==> src/rtl/ptrt_pkg.sv <==
package ptrt_pkg;

  // Width of every tick counter (period, countdown, start delay).
  localparam int unsigned TickW = 16;

  // At most this many results leave one dispatch command.
  localparam int unsigned MaxResults = 8;
  localparam int unsigned ResCntW    = 3;

  // Command codes.
  localparam logic [2:0] CMD_TICK       = 3'd0;
  localparam logic [2:0] CMD_ADD        = 3'd1;
  localparam logic [2:0] CMD_ENABLE     = 3'd2;
  localparam logic [2:0] CMD_DISABLE    = 3'd3;
  localparam logic [2:0] CMD_SET_PERIOD = 3'd4;
  localparam logic [2:0] CMD_DISPATCH   = 3'd5;

  // Status codes.
  localparam logic [2:0] STAT_OK          = 3'd0;
  localparam logic [2:0] STAT_FULL        = 3'd1;
  localparam logic [2:0] STAT_NO_TASK     = 3'd2;
  localparam logic [2:0] STAT_EMPTY       = 3'd3;
  localparam logic [2:0] STAT_ZERO_PERIOD = 3'd4;

  typedef struct packed {
    logic [2:0]       cmd;
    logic [2:0]       task_index;
    logic [TickW-1:0] delay_ticks;
    logic [TickW-1:0] period_ticks;
  } in_t;

  typedef struct packed {
    logic [2:0] status_code;
    logic [2:0] slot_number;
    logic       slot_valid;
    logic       last_result;
  } out_t;

endpackage

==> src/rtl/periodic_task_ready_table_unit.sv <==
// Channel | Direction | Handshake                 | Payload
// in      | to unit   | in_valid_i / in_stall_o   | in_data_i  (ptrt_pkg::in_t)
// out     | from unit | out_valid_o / out_stall_i | out_data_o (ptrt_pkg::out_t)
//
// Add, enable, disable, set period and unknown commands answer straight from idle.
// A tick walks the occupied slots through the timer memory, one slot read per
// cycle with each write back in the cycle after its read, then returns a result.
// A dispatch scans one slot per cycle; each served slot takes a period read,
// then a reload and result, and the reload waits while the out side stalls.
// Reset clears the slot count and the enable and ready flags; the two memories
// are not cleared, since an entry is only read after an add has written it.
module periodic_task_ready_table_unit #(
  parameter int unsigned TASK_SLOTS = 8
) (
  input  logic           clk_i,
  input  logic           rst_ni,
  input  logic           in_valid_i,
  output logic           in_stall_o,
  input  ptrt_pkg::in_t  in_data_i,
  output logic           out_valid_o,
  input  logic           out_stall_i,
  output ptrt_pkg::out_t out_data_o
);

  localparam int unsigned IdxW   = (TASK_SLOTS > 1) ? $clog2(TASK_SLOTS) : 1;
  localparam int unsigned CntW   = $clog2(TASK_SLOTS + 1);
  localparam int unsigned TimerW = 2 * ptrt_pkg::TickW;

  // The sequencer is a one-hot state machine.
  typedef enum logic [4:0] {
    ST_IDLE   = 5'b00001,
    ST_TICK   = 5'b00010,
    ST_TFIN   = 5'b00100,
    ST_DSCAN  = 5'b01000,
    ST_DWRITE = 5'b10000
  } state_e;

  state_e state_q, state_d;

  logic [CntW-1:0]       used_count_q, used_count_d;
  logic [TASK_SLOTS-1:0] enabled_q, enabled_d;
  logic [TASK_SLOTS-1:0] ready_q, ready_d;
  logic [TASK_SLOTS-1:0] used_mask;

  // Slots still to be served by the running dispatch.
  logic [TASK_SLOTS-1:0] run_q, run_d;
  logic [TASK_SLOTS-1:0] run_rest;

  // Walk pointer: read index during a tick, scan index during a dispatch.
  logic [IdxW-1:0] ptr_q, ptr_d;
  logic [ptrt_pkg::ResCntW-1:0] served_q, served_d;

  // Write-back stage of the tick walk.
  logic            wb_vld_q, wb_vld_d;
  logic [IdxW-1:0] wb_idx_q, wb_idx_d;

  // Output register.
  logic           out_vld_q, out_vld_d;
  ptrt_pkg::out_t out_q, out_d;
  logic           out_load;
  logic           out_free;

  logic in_fire;

  // Timer memory holds {start delay, countdown}; period memory holds the period.
  logic                      tm_we, tm_re;
  logic [IdxW-1:0]           tm_waddr, tm_raddr;
  logic [TimerW-1:0]         tm_wdata, tm_rdata;
  logic                      pm_we, pm_re;
  logic [IdxW-1:0]           pm_waddr, pm_raddr;
  logic [ptrt_pkg::TickW-1:0] pm_wdata, pm_rdata;

  logic [ptrt_pkg::TickW-1:0] wb_delay, wb_count, wb_count_dec;

  logic [IdxW-1:0] cmd_idx;
  logic [IdxW-1:0] add_idx;
  logic            idx_occupied;

  ptrt_ram #(
    .Width (TimerW),
    .Depth (TASK_SLOTS),
    .AddrW (IdxW)
  ) u_timer_ram (
    .clk_i   (clk_i),
    .we_i    (tm_we),
    .waddr_i (tm_waddr),
    .wdata_i (tm_wdata),
    .re_i    (tm_re),
    .raddr_i (tm_raddr),
    .rdata_o (tm_rdata)
  );

  ptrt_ram #(
    .Width (ptrt_pkg::TickW),
    .Depth (TASK_SLOTS),
    .AddrW (IdxW)
  ) u_period_ram (
    .clk_i   (clk_i),
    .we_i    (pm_we),
    .waddr_i (pm_waddr),
    .wdata_i (pm_wdata),
    .re_i    (pm_re),
    .raddr_i (pm_raddr),
    .rdata_o (pm_rdata)
  );

  // Slots fill in index order and are never freed, so a slot is occupied
  // exactly when its index is below the slot count.
  always_comb begin
    for (int i = 0; i < TASK_SLOTS; i++) begin
      used_mask[i] = (8'(i) < 8'(used_count_q));
    end
  end

  assign out_free   = !out_vld_q || !out_stall_i;
  assign in_stall_o = !((state_q == ST_IDLE) && out_free);
  assign in_fire    = in_valid_i && !in_stall_o;

  assign cmd_idx      = IdxW'(in_data_i.task_index);
  assign add_idx      = IdxW'(used_count_q);
  assign idx_occupied = (8'(in_data_i.task_index) < 8'(used_count_q));

  // Tick write-back arithmetic on the word read in the cycle before.
  assign wb_delay     = tm_rdata[TimerW-1:ptrt_pkg::TickW];
  assign wb_count     = tm_rdata[ptrt_pkg::TickW-1:0];
  assign wb_count_dec = wb_count - ptrt_pkg::TickW'(1);

  // Served slot with its bit cleared; empty means this result is the last one.
  always_comb begin
    run_rest        = run_q;
    run_rest[ptr_q] = 1'b0;
  end

  always_comb begin
    state_d      = state_q;
    used_count_d = used_count_q;
    enabled_d    = enabled_q;
    ready_d      = ready_q;
    run_d        = run_q;
    ptr_d        = ptr_q;
    served_d     = served_q;
    wb_vld_d     = 1'b0;
    wb_idx_d     = wb_idx_q;
    out_load     = 1'b0;
    out_d        = out_q;

    tm_we    = 1'b0;
    tm_waddr = wb_idx_q;
    tm_wdata = tm_rdata;
    tm_re    = 1'b0;
    tm_raddr = ptr_q;
    pm_we    = 1'b0;
    pm_waddr = cmd_idx;
    pm_wdata = in_data_i.period_ticks;
    pm_re    = 1'b0;
    pm_raddr = ptr_q;

    // The tick write-back runs whenever its stage holds a slot.
    if (wb_vld_q) begin
      tm_we    = 1'b1;
      tm_waddr = wb_idx_q;
      if (wb_delay != '0) begin
        tm_wdata = {wb_delay - ptrt_pkg::TickW'(1), wb_count};
      end else begin
        tm_wdata = {wb_delay, wb_count_dec};
        if (wb_count_dec == '0) begin
          ready_d[wb_idx_q] = 1'b1;
        end
      end
    end

    unique case (state_q)
      ST_IDLE: begin
        if (in_fire) begin
          out_d.status_code = ptrt_pkg::STAT_OK;
          out_d.slot_number = '0;
          out_d.slot_valid  = 1'b0;
          out_d.last_result = 1'b1;
          out_load          = 1'b1;
          unique case (in_data_i.cmd) inside
            ptrt_pkg::CMD_TICK: begin
              if (used_count_q != '0) begin
                out_load = 1'b0;
                ptr_d    = '0;
                state_d  = ST_TICK;
              end
            end
            ptrt_pkg::CMD_ADD: begin
              if (in_data_i.period_ticks == '0) begin
                out_d.status_code = ptrt_pkg::STAT_ZERO_PERIOD;
              end else if (used_count_q == CntW'(TASK_SLOTS)) begin
                out_d.status_code = ptrt_pkg::STAT_FULL;
              end else begin
                tm_we              = 1'b1;
                tm_waddr           = add_idx;
                tm_wdata           = {in_data_i.delay_ticks, in_data_i.period_ticks};
                pm_we              = 1'b1;
                pm_waddr           = add_idx;
                enabled_d[add_idx] = 1'b1;
                ready_d[add_idx]   = 1'b0;
                used_count_d       = used_count_q + CntW'(1);
                out_d.slot_number  = 3'(add_idx);
                out_d.slot_valid   = 1'b1;
              end
            end
            ptrt_pkg::CMD_ENABLE, ptrt_pkg::CMD_DISABLE, ptrt_pkg::CMD_SET_PERIOD: begin
              if (used_count_q == '0) begin
                out_d.status_code = ptrt_pkg::STAT_EMPTY;
              end else if (!idx_occupied) begin
                out_d.status_code = ptrt_pkg::STAT_NO_TASK;
              end else if (in_data_i.cmd == ptrt_pkg::CMD_ENABLE) begin
                enabled_d[cmd_idx] = 1'b1;
              end else if (in_data_i.cmd == ptrt_pkg::CMD_DISABLE) begin
                enabled_d[cmd_idx] = 1'b0;
              end else if (in_data_i.period_ticks == '0) begin
                out_d.status_code = ptrt_pkg::STAT_ZERO_PERIOD;
              end else begin
                // The new period waits in memory for the next reload.
                pm_we = 1'b1;
              end
            end
            ptrt_pkg::CMD_DISPATCH: begin
              run_d    = used_mask & enabled_q & ready_q;
              ptr_d    = '0;
              served_d = '0;
              if ((used_mask & enabled_q & ready_q) != '0) begin
                out_load = 1'b0;
                state_d  = ST_DSCAN;
              end
            end
            default: begin
            end
          endcase
        end
      end

      ST_TICK: begin
        tm_re    = 1'b1;
        tm_raddr = ptr_q;
        wb_vld_d = 1'b1;
        wb_idx_d = ptr_q;
        if ((CntW'(ptr_q) + CntW'(1)) == used_count_q) begin
          state_d = ST_TFIN;
        end else begin
          ptr_d = ptr_q + IdxW'(1);
        end
      end

      ST_TFIN: begin
        // The last write-back happens this cycle; the output is known empty.
        out_d.status_code = ptrt_pkg::STAT_OK;
        out_d.slot_number = '0;
        out_d.slot_valid  = 1'b0;
        out_d.last_result = 1'b1;
        out_load          = 1'b1;
        state_d           = ST_IDLE;
      end

      ST_DSCAN: begin
        if (run_q[ptr_q]) begin
          pm_re    = 1'b1;
          pm_raddr = ptr_q;
          state_d  = ST_DWRITE;
        end else begin
          ptr_d = ptr_q + IdxW'(1);
        end
      end

      ST_DWRITE: begin
        if (out_free) begin
          // A ready slot has finished its start delay, so the delay stays zero.
          tm_we             = 1'b1;
          tm_waddr          = ptr_q;
          tm_wdata          = {ptrt_pkg::TickW'(0), pm_rdata};
          ready_d[ptr_q]    = 1'b0;
          run_d             = run_rest;
          served_d          = served_q + ptrt_pkg::ResCntW'(1);
          out_d.status_code = ptrt_pkg::STAT_OK;
          out_d.slot_number = 3'(ptr_q);
          out_d.slot_valid  = 1'b1;
          out_d.last_result = (run_rest == '0) ||
                              (served_q == ptrt_pkg::ResCntW'(ptrt_pkg::MaxResults - 1));
          out_load          = 1'b1;
          if (out_d.last_result) begin
            state_d = ST_IDLE;
          end else begin
            ptr_d   = ptr_q + IdxW'(1);
            state_d = ST_DSCAN;
          end
        end
      end

      default: begin
        state_d = ST_IDLE;
      end
    endcase

    if (out_load) begin
      out_vld_d = 1'b1;
    end else if (out_stall_i) begin
      out_vld_d = out_vld_q;
    end else begin
      out_vld_d = 1'b0;
    end
  end

  always_ff @(posedge clk_i or negedge rst_ni) begin
    if (!rst_ni) begin
      state_q      <= ST_IDLE;
      used_count_q <= '0;
      enabled_q    <= '0;
      ready_q      <= '0;
      run_q        <= '0;
      ptr_q        <= '0;
      served_q     <= '0;
      wb_vld_q     <= 1'b0;
      out_vld_q    <= 1'b0;
    end else begin
      state_q      <= state_d;
      used_count_q <= used_count_d;
      enabled_q    <= enabled_d;
      ready_q      <= ready_d;
      run_q        <= run_d;
      ptr_q        <= ptr_d;
      served_q     <= served_d;
      wb_vld_q     <= wb_vld_d;
      out_vld_q    <= out_vld_d;
    end
  end

  always_ff @(posedge clk_i) begin
    wb_idx_q <= wb_idx_d;
    if (out_load) begin
      out_q <= out_d;
    end
  end

  assign out_valid_o = out_vld_q;
  assign out_data_o  = out_q;

endmodule

==> src/rtl/ptrt_ram.sv <==
module ptrt_ram #(
  parameter int unsigned Width = 16,
  parameter int unsigned Depth = 8,
  parameter int unsigned AddrW = 3
) (
  input  logic             clk_i,
  input  logic             we_i,
  input  logic [AddrW-1:0] waddr_i,
  input  logic [Width-1:0] wdata_i,
  input  logic             re_i,
  input  logic [AddrW-1:0] raddr_i,
  output logic [Width-1:0] rdata_o
);

  logic [Width-1:0] mem [Depth];
  logic [Width-1:0] rdata_q;

  always_ff @(posedge clk_i) begin
    if (we_i) begin
      mem[waddr_i] <= wdata_i;
    end
  end

  // Read data holds until the next read.
  always_ff @(posedge clk_i) begin
    if (re_i) begin
      rdata_q <= mem[raddr_i];
    end
  end

  assign rdata_o = rdata_q;

endmodule

==> config.mk <==
export PLATFORM = sky130hd
export DESIGN_NAME = periodic_task_ready_table_unit
export DESIGN_NICKNAME = d
export VERILOG_FILES = /design/src/rtl/ptrt_pkg.sv /design/src/rtl/periodic_task_ready_table_unit.sv /design/src/rtl/ptrt_ram.sv
export SDC_FILE = /design/constraint.sdc
export NUM_CORES = 1
export LEC_CHECK = 0
export ABC_CLOCK_PERIOD_IN_PS = 6800
export BUFFER_PORTS_ARGS = -buffer_cell sky130_fd_sc_hd__buf_2
export CORE_UTILIZATION = 51
export DETAILED_ROUTE_END_ITERATION = 8
export GPL_TIMING_DRIVEN = 0
export HOLD_SLACK_MARGIN = 0.06
export PLACE_DENSITY = 0.65
export SLEW_MARGIN = 5
export SYNTH_ARGS = -nofsm -noshare
export SYNTH_HDL_FRONTEND = slang
export SYNTH_SLANG_ARGS = --single-unit
==> constraint.sdc <==
create_clock -name clk_i -period 6.8 [get_ports clk_i]
set_input_delay 1.02 -clock clk_i [delete_from_list [all_inputs] [get_ports clk_i]]
set_output_delay 1.02 -clock clk_i [all_outputs]
set_load 0.03 [all_outputs]
==> results of run 1 <==
==> stage by stage <==
step,setup WS [ps],cells,total power (µW),hold slack (ps)
after floorplan,1322,1392,4781,456.1
after global placement,-2292,1958,5382,495.8
after detailed placement,1485,1985,5446,498.0
after CTS,2077,2072,8019,504.6
after global routing,1735,2072,8308,551.3
final,1955,2072,8034,500.6
==> report_power, final <==
group	internal (µW)	switching, µW
Clock	1480	1130
Combinational	476	1150
Sequential	3650	150
Total	5610	2420
==> cells by family (layout without fill, tap and decap cells) <==
group           count (synthesis)  in the layout  share of synthesized area (%)
compound gates                369            369                          13.14
xor+xnor                       42             42                          1.911
fa+ha+maj                      10             10                         0.6264
buf+inv                       113            275                          2.161
flops                         484            484                          71.75
mux                             9              9                         0.4761
simple gates                  365            365                          9.942
==> cell type report <==
type                    count  area, µm²
multi-input cells         795       5275
repair buffers             75      576.8
clock inverters            27      269.0
clock buffers              60       1267
inverters                  22      82.58
fillers                  3019      15850
plain buffers              91      349.1
well taps                 518      648.1
flip-flops and latches    484      14330
==> flip-flops by register name, summed over array words and instances, names as in the netlist, named ones only <==
| signal | cells |
|---|---|
| u_timer_ram.rdata_o | 32 |
| out_valid_o | 1 |
| out_data_o | 8 |
| used_count_q | 4 |
| ptr_q | 3 |
| u_period_ram.rdata_o | 16 |
| served_q | 3 |
| run_q | 8 |
| u_period_ram.mem | 128 |
| ready_q | 8 |
| state_q | 5 |
| wb_vld_q | 1 |
| u_timer_ram.mem | 256 |
| wb_idx_q | 3 |
==> layer usage <==
layer  GRT usage [%]  share of wire (%)
met1           41.77                 40
met2           47.90                 47
met3           5.813                9.1
met4           10.43                3.4
met5               0                  0
==> cells in the final DEF (no fill, tap or decap), types with 6 or more instances in the layout <==
| cell type | n |
|---|---|
| sky130_fd_sc_hd__o21ai_0 | 58 |
| sky130_fd_sc_hd__xor2_1 | 22 |
| sky130_fd_sc_hd__o211ai_1 | 21 |
| sky130_fd_sc_hd__a21oi_1 | 18 |
| sky130_fd_sc_hd__or3_1 | 6 |
| sky130_fd_sc_hd__clkbuf_1 | 88 |
| sky130_fd_sc_hd__nand2_1 | 91 |
| sky130_fd_sc_hd__clkbuf_16 | 49 |
| sky130_fd_sc_hd__clkinv_2 | 10 |
| sky130_fd_sc_hd__nand3_1 | 25 |
| sky130_fd_sc_hd__o31ai_1 | 12 |
| sky130_fd_sc_hd__nand2b_1 | 7 |
| sky130_fd_sc_hd__xnor2_1 | 19 |
| sky130_fd_sc_hd__nand4_1 | 58 |
| sky130_fd_sc_hd__buf_6 | 9 |
| sky130_fd_sc_hd__buf_1 | 8 |
| sky130_fd_sc_hd__ha_1 | 10 |
| sky130_fd_sc_hd__nor4_1 | 12 |
| sky130_fd_sc_hd__buf_2 | 54 |
| sky130_fd_sc_hd__a21o_1 | 6 |
| sky130_fd_sc_hd__nor2_1 | 55 |
| sky130_fd_sc_hd__edfxtp_1 | 443 |
| sky130_fd_sc_hd__clkinv_1 | 9 |
| sky130_fd_sc_hd__and3_1 | 8 |
| sky130_fd_sc_hd__nor3_1 | 26 |
| sky130_fd_sc_hd__a211oi_1 | 7 |
| sky130_fd_sc_hd__dfrtp_1 | 40 |
| sky130_fd_sc_hd__buf_4 | 8 |
| sky130_fd_sc_hd__a22oi_1 | 195 |
| sky130_fd_sc_hd__nor2b_1 | 13 |
| sky130_fd_sc_hd__and2_1 | 10 |
| sky130_fd_sc_hd__inv_1 | 21 |
==> how the worst min path moves through the flow <==
stage,endpoint,from,cells past startpoint
floorplan,register,register,2
global placement,served_q[0]$_DFFE_PN0P_,served_q[0]$_DFFE_PN0P_,1
detailed placement,served_q[0]$_DFFE_PN0P_,served_q[0]$_DFFE_PN0P_,1
CTS,served_q[0]$_DFFE_PN0P_,served_q[0]$_DFFE_PN0P_,1
global route,served_q[2]$_DFFE_PN0P_,served_q[2]$_DFFE_PN0P_,2
finish,served_q[0]$_DFFE_PN0P_,served_q[0]$_DFFE_PN0P_,1
==> worst max-delay path: stages, from the launching register on <==
cell and delay (ps):
sky130_fd_sc_hd__dfrtp_1 460, sky130_fd_sc_hd__clkbuf_1 430, sky130_fd_sc_hd__inv_1 200, sky130_fd_sc_hd__ha_1 300
sky130_fd_sc_hd__nor2b_1 210, sky130_fd_sc_hd__a21o_1 250, sky130_fd_sc_hd__nor3_1 930, sky130_fd_sc_hd__o221ai_1 470
sky130_fd_sc_hd__nor3_2 660, sky130_fd_sc_hd__buf_6 250, sky130_fd_sc_hd__buf_6 170, sky130_fd_sc_hd__buf_4 210
==> impl_metrics.env, run 1 <==
export IMPL_edff_count_synth=443
export IMPL_result_of_the_run="complete, no violations"
export IMPL_p_leak_uw=0.007303
export IMPL_grt_antenna_before_repair=0
export IMPL_vias=13360
export IMPL_floorplan_rows=72
export IMPL_tritoncts="done"
export IMPL_floorplan_io_pins=52
export IMPL_reg2regPathDepth=11
export IMPL_cts_buffers_inserted=48
export IMPL_finClkSkew_ps=25.68
export IMPL_drt_first_pass_iters=6
export IMPL_grt_overflow=0
export IMPL_final_setup_tns_ps=0
export IMPL_holdCritPathClass="register to register"
export IMPL_final_max_slew_viol_count=0
export IMPL_routedWlPerCell_um=28.28
export IMPL_critical_path_source_type="register"
export IMPL_ctsLongestPathBuffers=3
export IMPL_synthMostInstantiatedCell="sky130_fd_sc_hd__edfxtp_1"
export IMPL_yosys_area_top_type="sky130_fd_sc_hd__edfxtp_1"
export IMPL_worst_slew_pin_transition_ps=1232
export IMPL_timing_critical_path_required_ps=7110
export IMPL_worstPathArrival_ps=5150
export IMPL_routed_antenna_nets=0
export IMPL_count_of_mapped_cells_out_of_synthesis=1392
export IMPL_first_iter_violations=1573
export IMPL_routabilityCongestion=0.9118
export IMPL_grt_start_max_net_pins=42
export IMPL_io_buffer_count=48
export IMPL_cts_root_buffer_cell="sky130_fd_sc_hd__clkbuf_16"
export IMPL_finish_net_count=1569
export IMPL_die_area_mm2=0.03996
export IMPL_drive_gt1_share_pct=11.78
export IMPL_synth_area_top_cells="sky130_fd_sc_hd__edfxtp_1, sky130_fd_sc_hd__a22oi_1, sky130_fd_sc_hd__dfrtp_1, sky130_fd_sc_hd__nand4_1, sky130_fd_sc_hd__nand2_1"
export IMPL_drt_total_wl_um=58600
export IMPL_drt_drc_violations_left=0
export IMPL_critPathCaptureType="register"
export IMPL_critical_path_reg2reg_endpoint="u_timer_ram.mem[1][4]$_DFFE_PP_"
export IMPL_rsz0062_at_grt="no"
export IMPL_synth_largest_type_area_fraction_pct=66.60
export IMPL_detail_routed_via_count_per_cell=6.448
export IMPL_die_width_um=199.9
export IMPL_synth_commonest_cells="sky130_fd_sc_hd__edfxtp_1, sky130_fd_sc_hd__a22oi_1, sky130_fd_sc_hd__nand2_1"
export IMPL_cts_max_level=2
export IMPL_syn2layout_area_growth_pct=14.15
export IMPL_synth_avg_cell_area_um2=14.35
export IMPL_post_cts_hold_buffer_count=0
export IMPL_syn_num_nets=1444
export IMPL_irDropWorstVdd_uv=220.4
export IMPL_stdcell_area_mm2=0.02280
export IMPL_grt_pass1_vias=12600
export IMPL_postSynthRegisterBits=484
export IMPL_cts_repair_resize_count=0
export IMPL_crit_start="used_count_q[0]$_DFFE_PN0P_"
export IMPL_synth_async_reset_ratio_pct=8.471
export IMPL_cts_reportedPaths_clkPinSlew_ps=60
export IMPL_grtUsageTotal_pct=30.15
export IMPL_fin_crit_ps=4845
export IMPL_hpwl_um=38570
export IMPL_clock_fmax_mhz=206.4
export IMPL_first_pass_grt_wire_length_um=84570
export IMPL_clock_insertion_delay_worst_skew_ps=610
export IMPL_floorplan_core_area_mm2=0.03865
export IMPL_synth_yosys_seq_area_share_pct=71.75
export IMPL_fin_util_pct=58.99
export IMPL_clock_sink_count=484
export IMPL_timing_reg2reg_setup_slack_ps=1960
export IMPL_synthFlopType="sky130_fd_sc_hd__edfxtp_1"
export IMPL_rr_startpoint="used_count_q[0]$_DFFE_PN0P_"
export IMPL_cap_violations=0
export IMPL_max_slew_margin_pct=17.86
export IMPL_number_of_endpoints_with_negative_hold_slack_in_the_final_report=0
export IMPL_min_period_over_period_pct=71.25
export IMPL_post_synth_num_cell_types=73
export IMPL_detailed_place_area_mm2=0.02126
export IMPL_critPathCapture="u_timer_ram.mem[1][4]$_DFFE_PP_"
export IMPL_ys_warnings_count=0
export IMPL_initial_core_util_pct=51.68
export IMPL_power_per_cell_area_mw_per_mm2=352.4
export IMPL_finalSetupViolations=0
export IMPL_post_synthesis_instance_area_mm2=0.01997
export IMPL_insertedDiodeCount=0
export IMPL_chipHeight_um=199.9
export IMPL_worst_setup_path_type="register to register"
export IMPL_critPathMaxFanout=10
export IMPL_postCtsSetupBuffers=0
Power figures use the tool's default switching activity.
==> run 2, diff against run 1 <==
--- a/config.mk
+++ b/config.mk
@@ -5,13 +5,13 @@
 export SDC_FILE = /design/constraint.sdc
 export NUM_CORES = 1
 export LEC_CHECK = 0
-export ABC_CLOCK_PERIOD_IN_PS = 6800
+export ABC_CLOCK_PERIOD_IN_PS = 4160
 export BUFFER_PORTS_ARGS = -buffer_cell sky130_fd_sc_hd__buf_2
 export CORE_UTILIZATION = 51
 export DETAILED_ROUTE_END_ITERATION = 8
 export GPL_TIMING_DRIVEN = 0
 export HOLD_SLACK_MARGIN = 0.06
-export PLACE_DENSITY = 0.65
+export PLACE_DENSITY = 0.68
 export SLEW_MARGIN = 5
 export SYNTH_ARGS = -nofsm -noshare
 export SYNTH_HDL_FRONTEND = slang
==> constraint.sdc (replaced) <==
create_clock -name clk_i -period 4.16 [get_ports clk_i]
set_input_delay 0.624 -clock clk_i [delete_from_list [all_inputs] [get_ports clk_i]]
set_output_delay 0.624 -clock clk_i [all_outputs]
set_load 0.03 [all_outputs]
==> run 2 against run 1 <==
Against the previous run: register-to-register slack worse by 1900 ps; combinational power is 65% higher; flip-flop and latch count stayed put; count of clock-buffer cells in the layout is 5 lower; hold slack worse by 290 ps; die area stayed put; design area is 0.68% higher; fmax is 18% higher; sequential power is 64% higher; clock skew is 6.9 ps lower; clock power is 69% higher; critical path type unchanged.
==> impl_metrics.env, run 2 (synthesis gave the netlist of run 1 again) <==
export IMPL_fin_crit_ps=4104
export IMPL_rsz0062_at_grt="yes"
export IMPL_finalSetupViolations=0
export IMPL_timing_final_ws_setup_ps=56.44
export IMPL_grtUsageTotal_pct=30.15
export IMPL_power_per_cell_area_mw_per_mm2=580.6
export IMPL_clock_sink_count=484
export IMPL_final_setup_tns_ps=0
export IMPL_critical_path_reg2reg_endpoint="u_period_ram.mem[7][4]$_DFFE_PP_"
export IMPL_detail_routed_via_count_per_cell=6.521
export IMPL_multi_input_area_mm2=0.005326
export IMPL_path_delay_family="simple AND/OR/NAND/NOR gates"
export IMPL_layout_cells_most_common="sky130_fd_sc_hd__edfxtp_1"
export IMPL_layout_common_cells="sky130_fd_sc_hd__edfxtp_1, sky130_fd_sc_hd__a22oi_1, sky130_fd_sc_hd__nand2_1"
export IMPL_drive_gt1_share_pct=13.06
export IMPL_critPathMaxFanout=10
export IMPL_slowest_delay_ps=700
export IMPL_initial_core_util_pct=51.68
export IMPL_routedWlPerCell_um=28.05
export IMPL_power_combinational_fraction_pct=20.1
export IMPL_tritoncts="done"
export IMPL_clock_insertion_delay_worst_skew_ps=590
export IMPL_p_leak_uw=0.007393
export IMPL_rr_startpoint="used_count_q[0]$_DFFE_PN0P_"
export IMPL_regMostFlops="u_timer_ram.mem"
export IMPL_ctsLongestPathBuffers=3
export IMPL_cts_reportedPaths_clkPinSlew_ps=60
export IMPL_internal_power_summed_over_all_cells_uw=9357
export IMPL_nFillCells=2956
export IMPL_stdcell_area_mm2=0.02295
export IMPL_clock_fmax_mhz=243.7
export IMPL_cap_violations=0
export IMPL_detailed_place_area_mm2=0.02122
export IMPL_floorplan_rows=72
export IMPL_final_max_slew_viol_count=0
export IMPL_drt_total_wl_um=58360
export IMPL_vias=13570
export IMPL_hpwl_um=38260
export IMPL_drt_first_pass_iters=8
export IMPL_grt_pass1_vias=13000
export IMPL_share_clk_of_total_power_pct=33.1
export IMPL_die_width_um=199.9
export IMPL_first_pass_grt_wire_length_um=85570
export IMPL_finish_net_count=1578
export IMPL_fin_util_pct=59.39
export IMPL_layout_area_seq_mm2=0.01433
export IMPL_syn2layout_area_growth_pct=14.92
export IMPL_irDropWorstVdd_uv=324.5
export IMPL_floorplan_io_pins=52
export IMPL_cts_max_level=2
export IMPL_timing_reg2reg_setup_slack_ps=60
export IMPL_power_switching_share_pct=29.79
export IMPL_timing_critical_path_required_ps=4430
export IMPL_chipHeight_um=199.9
export IMPL_grt_overflow=0
export IMPL_worst_slew_pin_transition_ps=1298
export IMPL_max_slew_margin_pct=13.48
export IMPL_result_of_the_run="complete, no violations"
export IMPL_largest_reg_flops=256
export IMPL_holdCritPathClass="input pin to asynchronous set/reset pin"
export IMPL_worstPathArrival_ps=4380
export IMPL_first_iter_violations=1838
export IMPL_crit_path_top_delay_cell="sky130_fd_sc_hd__nor3b_2"
export IMPL_cts_buffers_inserted=49
export IMPL_die_area_mm2=0.03996
export IMPL_crit_chain="clkbuf_2 -> inv_1 -> ha_1 -> nor2b_1 -> a21o_1 -> nor3_2 -> nand2_1 -> a21boi_1 -> nor3b_2 -> buf_4"
export IMPL_routed_antenna_nets=0
export IMPL_power_share_sequential_pct=46.7
export IMPL_io_buffer_count=48
export IMPL_routabilityCongestion=0.9466
export IMPL_drt_drc_violations_left=0
export IMPL_grt_antenna_before_repair=1
export IMPL_floorplan_core_area_mm2=0.03865
export IMPL_critPathCaptureType="register"
export IMPL_finClkSkew_ps=18.76
export IMPL_grt_start_max_net_pins=42
export IMPL_worst_setup_path_type="register to register"
export IMPL_min_period_over_period_pct=98.64
export IMPL_critical_path_source_type="register"
export IMPL_reg2regPathDepth=10
export IMPL_cts_root_buffer_cell="sky130_fd_sc_hd__clkbuf_16"
export IMPL_cp_num_buf_inv=3
export IMPL_place_worst_setup_slack_ps=-853.5
export IMPL_net_switching_power_uw=3970
export IMPL_number_of_endpoints_with_negative_hold_slack_in_the_final_report=0
[run 2: cell count changes in the layout (fill, tap and decap cells not counted), sizes merged]
cell,delta
diode,+1
bufinv,+3
clkinvlp,+1
buf,+8
clkbuf,-5
clkinv,+1
[run 2: power by group through the flow]
stage / clock network [µW] / logic, µW / registers (µW)
6_report: 4420 / 2680 / 6230
5_1_grt: 4640 / 2880 / 6250
4_1_cts: 4450 / 2620 / 6220
3_5_place_dp: 0 / 2600 / 6300
3_3_place_gp: 0 / 2470 / 6320
2_1_floorplan: 0 / 1560 / 6250
[run 2: repair_timing]
item	in CTS	in global routing
gates resized for setup	10	9
setup endpoints to repair	415	177
pin swaps	3	1
setup buffers	5	6
hold buffers	0	0
[run 2: area by class of cell]
cell class,instances,share of cell area (%)
multi-input cells,795,23.21
clock buffers,55,5.440
clock inverters,32,1.526
inverters,22,0.3598
well taps,518,2.824
repair buffers,84,2.677
plain buffers,90,1.521
flip-flops and latches,484,62.43
diodes,1,0.01090
[run 2: routing by layer]
metal  global-route usage (%)  wire [µm]  vias up
met5                        0          0        -
met4                    12.52       2138        0
met3                    4.688       5650      117
met2                    47.51      27350      812
met1                    42.05      23220     6791
li1                         -          -     5851
[run 2: worst max path at each step]
stage	from	end	slack, ps	depth (start not counted)
3_5_place_dp	in_data_i[3]	u_timer_ram.mem[1][2]$_DFFE_PP_	-850	12
5_1_grt	used_count_q[0]$_DFFE_PN0P_	u_period_ram.mem[7][4]$_DFFE_PP_	-180	10
6_report	used_count_q[0]$_DFFE_PN0P_	u_period_ram.mem[7][4]$_DFFE_PP_	60	10
3_3_place_gp	in_data_i[3]	u_timer_ram.mem[4][3]$_DFFE_PP_	-4300	8
2_1_floorplan	in_data_i[35]	u_timer_ram.mem[4][0]$_DFFE_PP_	-920	8
4_1_cts	used_count_q[0]$_DFFE_PN0P_	u_period_ram.mem[1][0]$_DFFE_PP_	20	9
[run 2: stage by stage]
step / power, µW / std cells / hold WS, ps
3_3_place_gp: 8789 / 1958 / 491.2
4_1_cts: 13290 / 2074 / 244.1
6_report: 13330 / 2081 / 212.0
3_5_place_dp: 8896 / 1983 / 503.4
2_1_floorplan: 7815 / 1392 / 328.4
5_1_grt: 13770 / 2080 / 285.0
